--- src/assert_macros.svh ---
// Shared assertion macros. Both expect clk and arst_n in scope.
`ifndef ASSERT_MACROS_SVH
`define ASSERT_MACROS_SVH

// Property checked at every edge outside reset.
`define ASSERT_CLK(label, prop, msg) \
	label: assert property (@(posedge clk) disable iff (!arst_n) (prop)) else $error(msg);

// Antecedent in one cycle, consequent in the next.
`define ASSERT_NEXT(label, ante, cons, msg) \
	label: assert property (@(posedge clk) disable iff (!arst_n) (ante) |=> (cons)) else $error(msg);

`endif

--- src/dht_pkg.sv ---
package dht_pkg;

	localparam int TABLE_SIZE   = 1021;
	localparam int ALIGN_DIV    = 8;
	localparam int LOAD_DIVISOR = 3;

	localparam int KEY_W      = 32;
	localparam int VALUE_W    = 16;
	localparam int SLOT_OUT_W = 10;

	localparam int SLOT_W     = $clog2(TABLE_SIZE);
	localparam int LOAD_LIMIT = TABLE_SIZE / LOAD_DIVISOR;
	localparam int CNT_W      = $clog2(LOAD_LIMIT + 1);

	// home/step = (x mod (ALIGN_DIV*TABLE_SIZE)) / ALIGN_DIV
	localparam int MOD_C   = ALIGN_DIV * TABLE_SIZE;
	localparam int MOD_W   = $clog2(MOD_C);
	localparam int MOD_C_W = $clog2(MOD_C + 1);
	localparam int QUO_W   = KEY_W + 1 - MOD_C_W;
	localparam logic [KEY_W-1:0] RECIP = KEY_W'((64'd1 << KEY_W) / MOD_C);
	localparam logic [MOD_C_W-1:0] MOD_C_V = MOD_C_W'(MOD_C);

	// exact reciprocal of ALIGN_DIV for values below 2**MOD_W
	localparam int DIV_S   = MOD_W + $clog2(ALIGN_DIV);
	localparam int DIV_M_W = DIV_S + 1;
	localparam logic [DIV_M_W-1:0] DIV_M =
		DIV_M_W'(((64'd1 << DIV_S) + ALIGN_DIV - 1) / ALIGN_DIV);

	localparam logic [SLOT_W-1:0] SLOT_LAST = SLOT_W'(TABLE_SIZE - 1);
	localparam logic [CNT_W-1:0]  CNT_LIMIT = CNT_W'(LOAD_LIMIT);

	localparam int Q_DEPTH = 2;
	localparam int Q_AW    = $clog2(Q_DEPTH);
	localparam int Q_CW    = $clog2(Q_DEPTH + 1);

	typedef struct packed {
		logic [KEY_W-1:0]   key;
		logic [VALUE_W-1:0] insert_value;
	} req_t;

	typedef struct packed {
		logic                  hit;
		logic                  inserted;
		logic                  full_res;
		logic [SLOT_OUT_W-1:0] slot;
		logic [VALUE_W-1:0]    stored_value;
	} rsp_t;

	typedef struct packed {
		logic [KEY_W-1:0]   key;
		logic [VALUE_W-1:0] value;
		logic [SLOT_W-1:0]  home;
		logic [SLOT_W-1:0]  step;
	} job_t;

	typedef struct packed {
		logic full;
		logic empty;
	} q_status_t;

endpackage

--- src/dht_queue.sv ---
`include "assert_macros.svh"

module dht_queue (
	input  logic               clk,
	input  logic               arst_n,
	input  logic               push,
	input  dht_pkg::job_t      push_job,
	input  logic               pop,
	output dht_pkg::job_t      pop_job,
	output dht_pkg::q_status_t q_stat
);
	import dht_pkg::*;

	job_t            buf_q [Q_DEPTH];
	logic [Q_AW-1:0] wr_ptr_q;
	logic [Q_AW-1:0] rd_ptr_q;
	logic [Q_CW-1:0] cnt_q;

	assign q_stat.full  = (cnt_q == Q_CW'(Q_DEPTH));
	assign q_stat.empty = (cnt_q == '0);
	assign pop_job      = buf_q[rd_ptr_q];

	always_ff @(posedge clk) begin
		if (push)
			buf_q[wr_ptr_q] <= push_job;
	end

	always_ff @(posedge clk or negedge arst_n) begin
		if (!arst_n) begin
			wr_ptr_q <= '0;
			rd_ptr_q <= '0;
			cnt_q    <= '0;
		end else begin
			if (push)
				wr_ptr_q <= (wr_ptr_q == Q_AW'(Q_DEPTH - 1)) ? '0 : wr_ptr_q + 1'b1;
			if (pop)
				rd_ptr_q <= (rd_ptr_q == Q_AW'(Q_DEPTH - 1)) ? '0 : rd_ptr_q + 1'b1;
			if (push && !pop)
				cnt_q <= cnt_q + 1'b1;
			else if (pop && !push)
				cnt_q <= cnt_q - 1'b1;
		end
	end

	`ASSERT_CLK(a_no_overrun, !(push && q_stat.full) && !(pop && q_stat.empty), "queue overrun or underrun")
	`ASSERT_NEXT(a_count_track, push && !pop, cnt_q == $past(cnt_q) + 1'b1, "queue count lost a push")

endmodule

--- config.mk ---
export PLATFORM = sky130hd
export DESIGN_NAME = dht_queue
export DESIGN_NICKNAME = d
export VERILOG_FILES = /design/src/dht_pkg.sv /design/src/dht_queue.sv
export VERILOG_INCLUDE_DIRS = /design/src /design/src/src
export SDC_FILE = /design/constraint.sdc
export NUM_CORES = 1
export LEC_CHECK = 0
export BUFFER_PORTS_ARGS = -buffer_cell sky130_fd_sc_hd__buf_2
export CAP_MARGIN = 20
export CORE_UTILIZATION = 35
export DETAILED_ROUTE_END_ITERATION = 10
export PLACE_DENSITY = 0.61
export SLEW_MARGIN = 20
export SYNTH_ARGS = -nofsm -noshare
export SYNTH_HDL_FRONTEND = slang
export SYNTH_SLANG_ARGS = --single-unit
--- constraint.sdc ---
create_clock -name clk -period 7.5 [get_ports clk]
set_clock_uncertainty 0.1 [all_clocks]
set_input_delay 0.75 -clock clk [delete_from_list [all_inputs] [get_ports clk]]
set_output_delay 0.75 -clock clk [all_outputs]
set_load 0.01 [all_outputs]
======== Word-level counts from Yosys, hierarchy flattened ========
Memory sizes are Yosys's and may differ from the RTL's.
Index checks and enable logic that the tools add are counted.
operators by class
  reductions and logical operators ........ 6
  add/sub/neg operators ................... 4
  mux-type cells .......................... 6
  equal/unequal tests ..................... 1
operator list
  operator             number
  $mux 1               4
  $mux 2               2
  $add 1x1->1 const B  2
  $add 2x1->2 const B  1
  $eq 2x2->1 const B   1
  $logic_and 1x1->1    2
  $logic_not 1->1      2
  $logic_not 2->1      1
  $reduce_bool 2->1    1
  $sub 2x1->2 const B  1
storage, ports and cells
  bits of input ports ..................... 72
  RAM bits ................................ 136
  register bits ........................... 4
  memories kept ........................... 1
  word-level logic and storage cells ...... 21
memories
  memory  depth  bits a word  rd ports  clocked after Yosys merged registers in  wr ports  line             RTL
  buf_q   2      68           1         0                                        1         dht_queue.sv:14  job_t buf_q [Q_DEPTH];

======== Longest topological paths before layout ========
  depth in word-level cells ............... 4
  gate-level depth with buffers ........... 5

======== Least setup slack after synthesis ========
Ideal clock, no wire load.
  path kind ............................... in2reg
  start ................................... input push
  end ..................................... memory buf_q[0][0] (netlist name), enable pin
  stages .................................. 1
  library setup time ...................... 503 ps
  arrival time ............................ 3735 ps
  path slack .............................. 3162 ps
  cell sequence ........................... nor2b_1
on the way
  longest elaborated chain between the ends .. 2
RTL lines
  item                          line             RTL
  start: declaration            dht_queue.sv:6   input logic push,
  $mux 1                        dht_queue.sv:24  if (push)
  $mux 1 (implied by the code)  dht_queue.sv:25  buf_q[wr_ptr_q] <= push_job;
  end: declaration              dht_queue.sv:14
No other way between the ends.

==> out/qor.yml <==
synthesis:
  synth_fp_nets: 301
  postSynth.topFlopCell: "sky130_fd_sc_hd__edfxtp_1"
  synth_edf_count: 136
  synth-seq-area-share_pct: 81.46
  synth_top_family_by_area: "multiplexers"
  syn-cell-area_um2: 5136
  synth-compound-area-share_pct: 0
  adder_and_majority_cell_fraction_of_the_synthesized_area_pct: 0.2436
  synth_area_leader_cell: "sky130_fd_sc_hd__edfxtp_1"
  yosys.area_share.simple_pct: 0.5116
  synth.area.top_cells: "sky130_fd_sc_hd__edfxtp_1 80%, sky130_fd_sc_hd__mux2_2 13%, sky130_fd_sc_hd__mux2_4 2.9%, sky130_fd_sc_hd__dfrtp_1 1.9%, sky130_fd_sc_hd__xor2_1 0.68%"
  synth.lib_cells_used.distinct: 14
  synth_xor_xnor_area_share_pct: 0.8526
  synth_warnings: 0
  syn_avg_cell_area_um2: 22.53
  post_synthesis_cell_count: 228
  postSynth.asyncResetShare_pct: 2.857
  top_cell_types_by_occurrence_after_synthesis: "136 x sky130_fd_sc_hd__edfxtp_1, 58 x sky130_fd_sc_hd__mux2_2, 10 x sky130_fd_sc_hd__mux2_4"
  muxShareOfSynthArea_pct: 15.64
  synth.ff_latch_count: 140
  synth.top_cell.area_share_pct: 79.51
  yosys.cell_count.top_type: "sky130_fd_sc_hd__edfxtp_1"
status:
  run_status: "complete, no violations"
sta:
  fin_crit_sh_pct: 39.56
  finalHoldViolations: 0
  final-setup-viol-count: 0
  slew_headroom_pct: 33.11
  setup_repair_after_global_routing_missed_its_margin: "no"
  timing_worst_slew_pin_value_ns: 1.003
  finalSetupTns_ns: 0
  timing.fmax_mhz: 337.0
  final_report_max_slew_violation_count: 0
  fin_ws_ns: 4.533
  fin_crit_ns: 2.967
routing:
  vias: 2574
  drt_first_iter_violations: 155
  drtAntennaViolNets: 0
  drt-vias-per-instance: 4.484
  drc_errors: 0
  post_drt_wl_per_cell_um: 15.18
  drt_wl_total_um: 8711
  drt-pass1-iter-count: 4
setup_path:
  cpMaxStageDelayCell: "sky130_fd_sc_hd__dfrtp_4"
  arrival_ns: 2.12
  worst_path_max_stage_delay_ns: 1.08
  worstPathBufferInverterCount: 1
  end_kind: "output port"
  path_delay_family: "flip-flops"
  regToRegSetupSlack_ns: 5.23
  path_class: "flip-flop to output port"
  worstPathCellList: "mux2_2 > buf_2"
  worstPathRequired_ns: 6.65
  worstPathMaxFanout: 69
  crit_path_start_kind: "flip-flop"
global_route:
  gr-total-overflow: 0
  grtUsageTotal_pct: 12.16
  grt_first_pass_wirelength_um: 13250
  first_global_vias: 2687
  grt_max_degree: 70
  antenna_found_initial: 0
floorplanning:
  die_width_um: 123.1
  io-pin-count: 142
  start_util_pct: 36.44
  design.die.area_um2: 15160
  placementRows: 43
  core_box_area_um2: 14100
  die_y_um: 123.1
placement:
  portBuffers: 141
  globalplace.congestion: 0.6445
  placed_area_um2: 6026
  detailed_place_hpwl_um: 5310
  place_worst_setup_slack_ns: 4.718
power_and_ir_drop:
  pwr_dens_nw_per_um2: 383.5
  ir_drop_mv: 0.2457
  leakagePower_nw: 2.517
flow_run:
  drv_cap: 0
clock_tree:
  cts_root_buffer: "sky130_fd_sc_hd__clkbuf_16"
  ctsHtreeMaxLevel: 4
  cts_inserted_buffers: 17
  post-cts-setup-buffers: 0
  ctsHoldBuffers: 0
  cts_sinks: 140
  cts_tree: "yes"
  clk_pin_slew_worst_paths_ns: 0.06
  post_cts_resize_count: 0
  clk_path_buf_depth: 2
  clkLatencyLatePin_ns: 0.41
layout:
  fraction_of_final_layout_cells_with_drive_strength_greater_than_1_pct: 60.66
  register_area_um2: 4188
  antenna-diode-count: 0
  final.fill_count: 1239
  area_delta_synth_final_pct: 27.89
  final_area_um2: 6569
  multiInputGateArea_um2: 895.9
  finish.net_count: 454
hold_path:
  timing.hold.worst.class: "input pin to async pin"
-- cell families (layout without fill, tap and decap cells) --
kind of cell,Yosys count,count (layout)
xor gates and xnor gates,5,5
adders and majority gates,1,1
buffers and inverters,9,175
DFF,140,140
muxes,68,68
and+or+nand+nor,5,5
-- report_power, final --
group | switching (mW) | internal [mW]
Sequential | 0.115 | 1.04
Combinational | 0.277 | 0.314
Clock | 0.289 | 0.483
-- area by class of cell --
class                   count  area share [%]
clock buffers              22           6.762
flip-flops and latches    140           63.75
inverters                   1         0.05714
clock inverters            10           1.505
multi-input cells          79           13.64
repair buffers            142           10.86
well taps                 180           3.429
-- placed cells by master (no fill, tap or decap), types with 2 or more instances in the layout --
cell                        Yosys  routed
sky130_fd_sc_hd__dfrtp_1        4       3
sky130_fd_sc_hd__xor2_1         4       4
sky130_fd_sc_hd__clkbuf_1       0       5
sky130_fd_sc_hd__clkbuf_16      0      17
sky130_fd_sc_hd__clkinv_2       0       7
sky130_fd_sc_hd__edfxtp_1     136     136
sky130_fd_sc_hd__mux2_4        10      10
sky130_fd_sc_hd__nor2_1         2       2
sky130_fd_sc_hd__bufinv_16      0       2
sky130_fd_sc_hd__mux2_2        58      58
sky130_fd_sc_hd__buf_2          5     141
-- worst reg2reg max path: cells and delay by family, from the launching register on --
kind	cells	cell delay, ns
and+or+nand+nor	1	0.72
buffers and inverters	1	0.61
DFF	1	0.43
-- sequential cells by signal (all words and copies together), names as in the netlist --
signal,count
rd_ptr_q,1
wr_ptr_q,1
cnt_q,2
buf_q,136
-- metrics by stage --
| stage | total power [mW] | instances | utilization, % | hold WS, ns |
|---|---|---|---|---|
| after global routing | 2.649 | 574 | 46.60 | 0.007800 |
| after global placement | 1.773 | 542 | 42.75 | 0.3730 |
| after CTS | 2.562 | 574 | 46.60 | 0.003890 |
| final | 2.519 | 574 | 46.60 | 0.02587 |
| after floorplan | 1.555 | 228 | - | 0.3544 |
| after detailed placement | 1.781 | 542 | 42.75 | 0.3741 |
-- routing by layer --
layer | routed length, um | vias up | share of wire (%) | GRT usage (%)
met5 | 0 | - | 0 | 0
met4 | 174 | 0 | 2.0 | 6.777
met3 | 674 | 15 | 7.7 | 5.258
met2 | 4114 | 100 | 47 | 18.99
met1 | 3747 | 1250 | 43 | 13.99
li1 | - | 1209 | - | -
-- path summary, 6_finish.rpt --
kind | end | startpoint | depth (start not counted)
min in group clk | cnt_q[1]$_DFFE_PN0P_ | cnt_q[1]$_DFFE_PN0P_ | 1
setup / recovery | pop_job[59] | rd_ptr_q$_DFFE_PN0P_ | 2
hold reg to reg | cnt_q[1]$_DFFE_PN0P_ | cnt_q[1]$_DFFE_PN0P_ | 1
hold / removal | cnt_q[1]$_DFFE_PN0P_ | arst_n | 1
max in group asynchronous | rd_ptr_q$_DFFE_PN0P_ | arst_n | 1
setup reg to reg | buf_q[0][67]$_DFFE_PP_ | wr_ptr_q$_DFFE_PN0P_ | 2
Power figures use the tool's default switching activity.
