[src/assert_macros.svh]
// Shared assertion macros. Both expect clk and arst_n in scope.
`ifndef ASSERT_MACROS_SVH
`define ASSERT_MACROS_SVH

// Property checked at every edge outside reset.
`define ASSERT_CLK(label, prop, msg) \
	label: assert property (@(posedge clk) disable iff (!arst_n) (prop)) else $error(msg);

// Antecedent in one cycle, consequent in the next.
`define ASSERT_NEXT(label, ante, cons, msg) \
	label: assert property (@(posedge clk) disable iff (!arst_n) (ante) |=> (cons)) else $error(msg);

`endif

[src/dht_pkg.sv]
package dht_pkg;

	localparam int TABLE_SIZE   = 1021;
	localparam int ALIGN_DIV    = 8;
	localparam int LOAD_DIVISOR = 3;

	localparam int KEY_W      = 32;
	localparam int VALUE_W    = 16;
	localparam int SLOT_OUT_W = 10;

	localparam int SLOT_W     = $clog2(TABLE_SIZE);
	localparam int LOAD_LIMIT = TABLE_SIZE / LOAD_DIVISOR;
	localparam int CNT_W      = $clog2(LOAD_LIMIT + 1);

	// home/step = (x mod (ALIGN_DIV*TABLE_SIZE)) / ALIGN_DIV
	localparam int MOD_C   = ALIGN_DIV * TABLE_SIZE;
	localparam int MOD_W   = $clog2(MOD_C);
	localparam int MOD_C_W = $clog2(MOD_C + 1);
	localparam int QUO_W   = KEY_W + 1 - MOD_C_W;
	localparam logic [KEY_W-1:0] RECIP = KEY_W'((64'd1 << KEY_W) / MOD_C);
	localparam logic [MOD_C_W-1:0] MOD_C_V = MOD_C_W'(MOD_C);

	// exact reciprocal of ALIGN_DIV for values below 2**MOD_W
	localparam int DIV_S   = MOD_W + $clog2(ALIGN_DIV);
	localparam int DIV_M_W = DIV_S + 1;
	localparam logic [DIV_M_W-1:0] DIV_M =
		DIV_M_W'(((64'd1 << DIV_S) + ALIGN_DIV - 1) / ALIGN_DIV);

	localparam logic [SLOT_W-1:0] SLOT_LAST = SLOT_W'(TABLE_SIZE - 1);
	localparam logic [CNT_W-1:0]  CNT_LIMIT = CNT_W'(LOAD_LIMIT);

	localparam int Q_DEPTH = 2;
	localparam int Q_AW    = $clog2(Q_DEPTH);
	localparam int Q_CW    = $clog2(Q_DEPTH + 1);

	typedef struct packed {
		logic [KEY_W-1:0]   key;
		logic [VALUE_W-1:0] insert_value;
	} req_t;

	typedef struct packed {
		logic                  hit;
		logic                  inserted;
		logic                  full_res;
		logic [SLOT_OUT_W-1:0] slot;
		logic [VALUE_W-1:0]    stored_value;
	} rsp_t;

	typedef struct packed {
		logic [KEY_W-1:0]   key;
		logic [VALUE_W-1:0] value;
		logic [SLOT_W-1:0]  home;
		logic [SLOT_W-1:0]  step;
	} job_t;

	typedef struct packed {
		logic full;
		logic empty;
	} q_status_t;

endpackage

[src/dht_front.sv]
`include "assert_macros.svh"

module dht_front (
	input  logic            clk,
	input  logic            arst_n,
	input  logic            req_valid,
	output logic            req_stall,
	input  dht_pkg::req_t   req,
	input  logic            ready,
	output logic            push,
	output dht_pkg::job_t   push_job,
	input  dht_pkg::q_status_t q_stat
);
	import dht_pkg::*;

	localparam int LANES = 2; // lane 0: home, lane 1: step

	typedef enum logic [2:0] {
		F_IDLE, F_MUL1, F_MUL2, F_SUB, F_FIX, F_DIV, F_PUSH
	} fstate_t;

	fstate_t state_q;
	logic [KEY_W-1:0]   key_q;
	logic [VALUE_W-1:0] value_q;
	logic [KEY_W-1:0]   x_q   [LANES];
	logic [QUO_W-1:0]   qe_q  [LANES];
	logic [KEY_W-1:0]   acc_q [LANES];
	logic [SLOT_W-1:0]  idx_q [LANES];

	logic [2*KEY_W-1:0]         mul1 [LANES];
	logic [QUO_W+MOD_C_W-1:0]   mul2 [LANES];
	logic [MOD_W+DIV_M_W-1:0]   mul3 [LANES];

	always_comb begin
		for (int l = 0; l < LANES; l++) begin
			mul1[l] = (2*KEY_W)'(x_q[l]) * (2*KEY_W)'(RECIP);
			mul2[l] = (QUO_W+MOD_C_W)'(qe_q[l]) * (QUO_W+MOD_C_W)'(MOD_C_V);
			mul3[l] = (MOD_W+DIV_M_W)'(acc_q[l][MOD_W-1:0]) * (MOD_W+DIV_M_W)'(DIV_M);
		end
	end

	assign req_stall = (state_q != F_IDLE) || !ready;
	assign push      = (state_q == F_PUSH) && !q_stat.full;

	always_comb begin
		push_job.key   = key_q;
		push_job.value = value_q;
		push_job.home  = idx_q[0];
		push_job.step  = (idx_q[1] == '0) ? SLOT_W'(1) : idx_q[1];
	end

	always_ff @(posedge clk or negedge arst_n) begin
		if (!arst_n) begin
			state_q <= F_IDLE;
		end else begin
			unique case (state_q)
				F_IDLE: begin
					if (req_valid && !req_stall) begin
						key_q   <= req.key;
						value_q <= req.insert_value;
						x_q[0]  <= req.key;
						x_q[1]  <= ~req.key;
						state_q <= F_MUL1;
					end
				end
				F_MUL1: begin
					// quotient estimate, low by at most one
					for (int l = 0; l < LANES; l++)
						qe_q[l] <= mul1[l][KEY_W +: QUO_W];
					state_q <= F_MUL2;
				end
				F_MUL2: begin
					for (int l = 0; l < LANES; l++)
						acc_q[l] <= KEY_W'(mul2[l]);
					state_q <= F_SUB;
				end
				F_SUB: begin
					for (int l = 0; l < LANES; l++)
						acc_q[l] <= x_q[l] - acc_q[l];
					state_q <= F_FIX;
				end
				F_FIX: begin
					for (int l = 0; l < LANES; l++)
						if (acc_q[l] >= KEY_W'(MOD_C))
							acc_q[l] <= acc_q[l] - KEY_W'(MOD_C);
					state_q <= F_DIV;
				end
				F_DIV: begin
					for (int l = 0; l < LANES; l++)
						idx_q[l] <= SLOT_W'(mul3[l] >> DIV_S);
					state_q <= F_PUSH;
				end
				F_PUSH: begin
					if (!q_stat.full)
						state_q <= F_IDLE;
				end
				default: state_q <= F_IDLE;
			endcase
		end
	end

	`ASSERT_NEXT(a_busy_after_accept, req_valid && !req_stall, req_stall && (state_q == F_MUL1), "front took a beat but is not hashing it")

endmodule

[config.mk]
export PLATFORM = sky130hd
export DESIGN_NAME = dht_front
export DESIGN_NICKNAME = d
export VERILOG_FILES = /design/src/dht_pkg.sv /design/src/dht_front.sv
export VERILOG_INCLUDE_DIRS = /design/src /design/src/src
export SDC_FILE = /design/constraint.sdc
export NUM_CORES = 2
export LEC_CHECK = 0
export BUFFER_PORTS_ARGS = -buffer_cell sky130_fd_sc_hd__buf_4
export CAP_MARGIN = 5
export CORE_UTILIZATION = 25
export DETAILED_ROUTE_END_ITERATION = 16
export GPL_ROUTABILITY_DRIVEN = 0
export PLACE_DENSITY = 0.38
export SYNTH_ARGS = -nofsm -noshare
export SYNTH_HDL_FRONTEND = slang
export SYNTH_SLANG_ARGS = --single-unit
[constraint.sdc]
create_clock -name clk -period 15.9 [get_ports clk]
set_input_delay 1.59 -clock clk [delete_from_list [all_inputs] [get_ports clk]]
set_output_delay 1.59 -clock clk [all_outputs]
set_load 0.01 [all_outputs]
# [Word-level counts from Yosys, hierarchy flattened]
# Memory sizes are Yosys's and may differ from the RTL's.
# Cells that the tools add are included.
[word_totals] out_inout_bits=70 wordCells=73 register_bits=51 mem_count=4 ram_bits=188 input_bits=54
[mem_list] name="acc_q" words=2 word_bits=32 read_ports=2 rd_clocked_by_memory_dff=0 wr=2 line="dht_front.sv:27" source="logic [KEY_W-1:0] acc_q [LANES];"
[mem_list] name="x_q" words=2 word_bits=32 read_ports=2 rd_clocked_by_memory_dff=0 wr=2 line="dht_front.sv:25" source="logic [KEY_W-1:0] x_q [LANES];"
[mem_list] name="qe_q" words=2 word_bits=20 read_ports=2 rd_clocked_by_memory_dff=0 wr=2 line="dht_front.sv:26" source="logic [QUO_W-1:0] qe_q [LANES];"
[mem_list] name="idx_q" words=2 word_bits=10 read_ports=2 rd_clocked_by_memory_dff=0 wr=2 line="dht_front.sv:28" source="logic [SLOT_W-1:0] idx_q [LANES];"
[classes] n_mux=25 add_sub_neg=4 n_eq_ne=8 n_mul=4 n_lt_le_gt_ge=2 n_reduce_logical=18 n_bitwise=5
[ops] cell="$mux 32" count=4
[ops] cell="$mul 32x18->50 const B" count=2
[ops] cell="$ge 32x13->1 const B" count=2
[ops] cell="$sub 32x13->32 const B" count=2
[ops] cell="$sub 32x32->32" count=2
[ops] cell="$mul 20x10->29 const B" count=2
[ops] cell="$not 32->32" count=1
[ops] cell="$pmux 3 s7" count=1
[ops] cell="$mux 1" count=17
[ops] cell="$logic_not 10->1" count=1
[ops] cell="$mux 10" count=1
[ops] cell="$eq 3x3->1 const B" count=3
[ops] cell="$logic_and 1x1->1" count=9
[ops] cell="$eq 3x2->1 const B" count=2
[ops] cell="$mux 3" count=2
[ops] cell="$ne 2x2->1 const B" count=2
[ops] cell="$or 1x1->1" count=4
[ops] cell="$eq 3x1->1 const B" count=1
[ops] cell="$logic_not 1->1" count=3
[ops] cell="$logic_not 3->1" count=1
[ops] cell="$reduce_and 3->1" count=1
[ops] cell="$reduce_bool 3->1" count=1
[ops] cell="$reduce_and 2->1" count=1
[ops] cell="$logic_or 1x1->1" count=1

# [Longest topological paths before layout]
[logic_depth] ltp_word=8 mapped_depth=22 ltp_nobuf=22

# [Worst setup path after synthesis]
# No wires, ideal clock.
[synth_timing] path_type="flip-flop to flip-flop" from="mem qe_q[0][13] (netlist bit)" to="mem acc_q[0][31] (data pin)" required_ns=15.629 t_arrival_ns=5.240 n_path_buf=0 setup_slack_ns=10.388 synth_period_minus_slack_ns=5.512 setup_ns=0.271 path_stages_with_launch=21 cell_sequence="edfxtp_1 > inv_1 > fa_1 > inv_1 > fa_1 > fa_1 > inv_1 > fa_1 > fa_1 > inv_1 > ha_1 > a21o_1 > a21oi_1 > nor2_1 > a211oi_1 > o21ai_1 > a2111oi_1 > nor2_1 > and3_1 > o21ai_1 > o211ai_1"
[synth_lines] item="from (decl)" line="dht_front.sv:26"
[synth_lines] item="to (decl)" line="dht_front.sv:27"

==> impl_metrics.tcl <==
set metrics [dict create \
    num_vias 21387 \
    dp_hpwl_um 71860 \
    cts_sinks 239 \
    setup_viol 0 \
    finalNetCount 4135 \
    hold_viol_final 0 \
    start_util_pct 25.18 \
    finalCriticalPeriod_ps 6305 \
    htree_num_levels 1 \
    cts_max_path_buffers 3 \
    synth_area_per_cell_um2 10.12 \
    drive_gt1_share_pct 7.402 \
    fin_tns_setup_ps 0 \
    fmax_mhz 158.6 \
    netlist_area_mm2 0.03109 \
    drtPass1Iterations 5 \
    die_x_um 354.7 \
    crit_path_start_kind "flop" \
    drt_iter0_drc 1225 \
    gr-total-overflow 0 \
    totalWireLength_um 87150 \
    finalCritPeriodShare_pct 39.66 \
    worst_pin_slew_ps 946.8 \
    use_met1_pct 19.49 \
    synth_edf_count 236 \
    post_cts_buffers 0 \
    num_io_pins 124 \
    rsz0062_at_grt "false" \
    clk_latency_ps 610 \
    detail-route-antenna-nets 0 \
    syn2layout_area_growth_pct 12.54 \
    utilization_pct 28.34 \
    die_y_um 354.7 \
    via_per_inst 4.420 \
    numCtsBuffers 29 \
    async_flop_share_pct 1.255 \
    die_area_mm2 0.1258 \
    use_met2_pct 23.35 \
    fillers 13109 \
    fin_skew_ps 16.53 \
    seq_area_frac_synth_pct 23.03 \
    syn_nets 4029 \
    worstSetupPathType "reg2reg" \
    hold_buffers 0 \
    drv_cap 0 \
    slew_headroom_pct 36.73 \
    grt_pass1_wl_um 135800 \
    grt.busiest_layer "met2" \
    cts_tree "yes" \
    worstSetupEndpointType "flop" \
    ys_types 87 \
    cp.arrival_ps 6720 \
    status "completed" \
    first_global_vias 22847 \
    core_area_mm2 0.1235 \
    cp_data_required_time_ps 16310 \
    track_usage_pct 14.07 \
    avgRoutedWirePerCell_um 18.01 \
    fp-row-count 129 \
    drc_errors 0 \
    met3_usage_pct 1.985 \
    postSynthCellCount 3074 \
    drv_slew 0 \
    hold_class "reg2reg" \
    root_buffer "clkbuf_16" \
    diodes 0 \
    grt_max_degree 61 \
    synth-seq-cells 239 \
    postCtsResizedCells 0 \
    clk_pin_slew_worst_paths_ps 70 \
    ys.warnings.count 0 \
    synth_flop_cell "edfxtp_1" \
    path_max_fanout 6 \
    numPortBuffers 122 \
    antenna_found_initial 2 \
]
==> sequential cells by signal, summed over array words and instances, names as in the netlist <==
signal / count
idx_q: 20
value_q: 16
x_q: 64
key_q: 32
qe_q: 40
acc_q: 64
state_q: 3
==> synth_stat cells, drive strengths merged (21+ instances only) <==
| library cell | count | area share, % |
|---|---|---|
| nor2 | 127 | 1.6 |
| a211oi | 51 | 1.3 |
| fa | 298 | 19 |
| clkbuf | 37 | 0.45 |
| nor3 | 44 | 0.74 |
| a31oi | 26 | 0.62 |
| o211ai | 21 | 0.51 |
| xnor2 | 127 | 3.6 |
| o21ai | 110 | 1.8 |
| ha | 603 | 24 |
| inv | 682 | 8.2 |
| nand3 | 34 | 0.55 |
| a21oi | 170 | 2.7 |
| o21a | 22 | 0.54 |
| buf | 21 | 0.42 |
| nand2b | 23 | 0.46 |
| nand2 | 91 | 1.1 |
| xor2 | 54 | 1.5 |
| edfxtp | 236 | 23 |
| a21o | 68 | 1.6 |
| nand4 | 32 | 0.66 |
==> cell usage in the layout, fill, tap and decap left out, drive strengths merged, types with 11 or more instances in the layout <==
| cell type | count |
|---|---|
| inv | 688 |
| nand4 | 32 |
| a31oi | 26 |
| ha | 603 |
| nand2b | 23 |
| nor2 | 127 |
| nor4 | 14 |
| o21ai | 110 |
| a21oi | 170 |
| nor2b | 20 |
| and3 | 12 |
| nand2 | 91 |
| o31ai | 11 |
| a211oi | 51 |
| o21a | 22 |
| xnor2 | 127 |
| buf | 133 |
| o211ai | 21 |
| edfxtp | 236 |
| clkbuf | 29 |
| fa | 298 |
| xor2 | 54 |
| nand3 | 34 |
| a21o | 68 |
| and2 | 14 |
| nor3 | 44 |
==> cells by family (layout without fill, tap and decap cells) <==
group                    after synthesis  count (layout)  synth area share (%)
adder cells (fa/ha/maj)              901             901                 43.45
multiplexers                           2               2               0.06439
AO/OA/AOI/OAI                        565             565                 11.98
flip-flops                           239             239                 23.03
AND/OR/NAND/NOR                      445             445                 7.267
XOR/XNOR                             181             181                 5.098
buffers and inverters                741             869                 9.110
==> final cells by class <==
| cell class | count | area (um2) | share of cell area, % |
|---|---|---|---|
| Sequential cell | 239 | 7162 | 20.47 |
| Inverter | 683 | 2564 | 7.326 |
| Timing Repair Buffer | 133 | 998.5 | 2.853 |
| Tap cell | 1637 | 2048 | 5.853 |
| Clock inverter | 24 | 366.6 | 1.048 |
| Multi-Input combinational cell | 2094 | 21130 | 60.38 |
| Clock buffer | 29 | 725.7 | 2.074 |
==> per-stage QoR <==
step / cell area, um2 / instances / setup slack (ps) / hold slack [ps]
after floorplan: 31090 / 3074 / 10390 / 450.1
after global placement: 33900 / 4786 / 9596 / 499.0
after detailed placement: 33900 / 4786 / 9604 / 490.5
after CTS: 34990 / 4839 / 9546 / 517.4
after global routing: 34990 / 4839 / 9071 / 538.0
final: 34990 / 4839 / 9595 / 515.3
==> worst max-delay path, cell delays in order, from the launching register on <==
cell	delay [ps]
edfxtp_1	640
fa_1	670
inv_1	70
fa_1	500
inv_1	60
fa_1	510
fa_1	550
inv_1	50
fa_1	500
inv_1	40
ha_1	350
a2111oi_0	550
a211o_1	250
a31oi_1	170
o21ai_1	280
o21ai_1	140
a31oi_1	230
xor2_1	160
a2111oi_2	370
==> routing by layer <==
metal	up-vias	share of wire (%)
met5	-	0.014
met4	2	1.5
met3	67	4.2
met2	308	46
met1	10366	48
li1	10644	-
==> path summary, 6_finish.rpt <==
| check | endpoint | cells after the start | from | slack (ps) |
|---|---|---|---|---|
| worst max-delay path | acc_q[0][30] | 18 | qe_q[0][1] | 9590 |
| worst min-delay path | idx_q[0][14] | 0 | acc_q[0][39] | 520 |
| max in group asynchronous | state_q[0] | 1 | arst_n | 14940 |
| worst min register to register | idx_q[0][14] | 0 | acc_q[0][39] | 520 |
| worst max register to register | acc_q[0][30] | 18 | qe_q[0][1] | 9590 |
| min in group asynchronous | state_q[2] | 1 | arst_n | 820 |
Power is left out: the tool's default activity adds up to more than one toggle a clock period on the data nets, which glitch-free logic cannot reach.
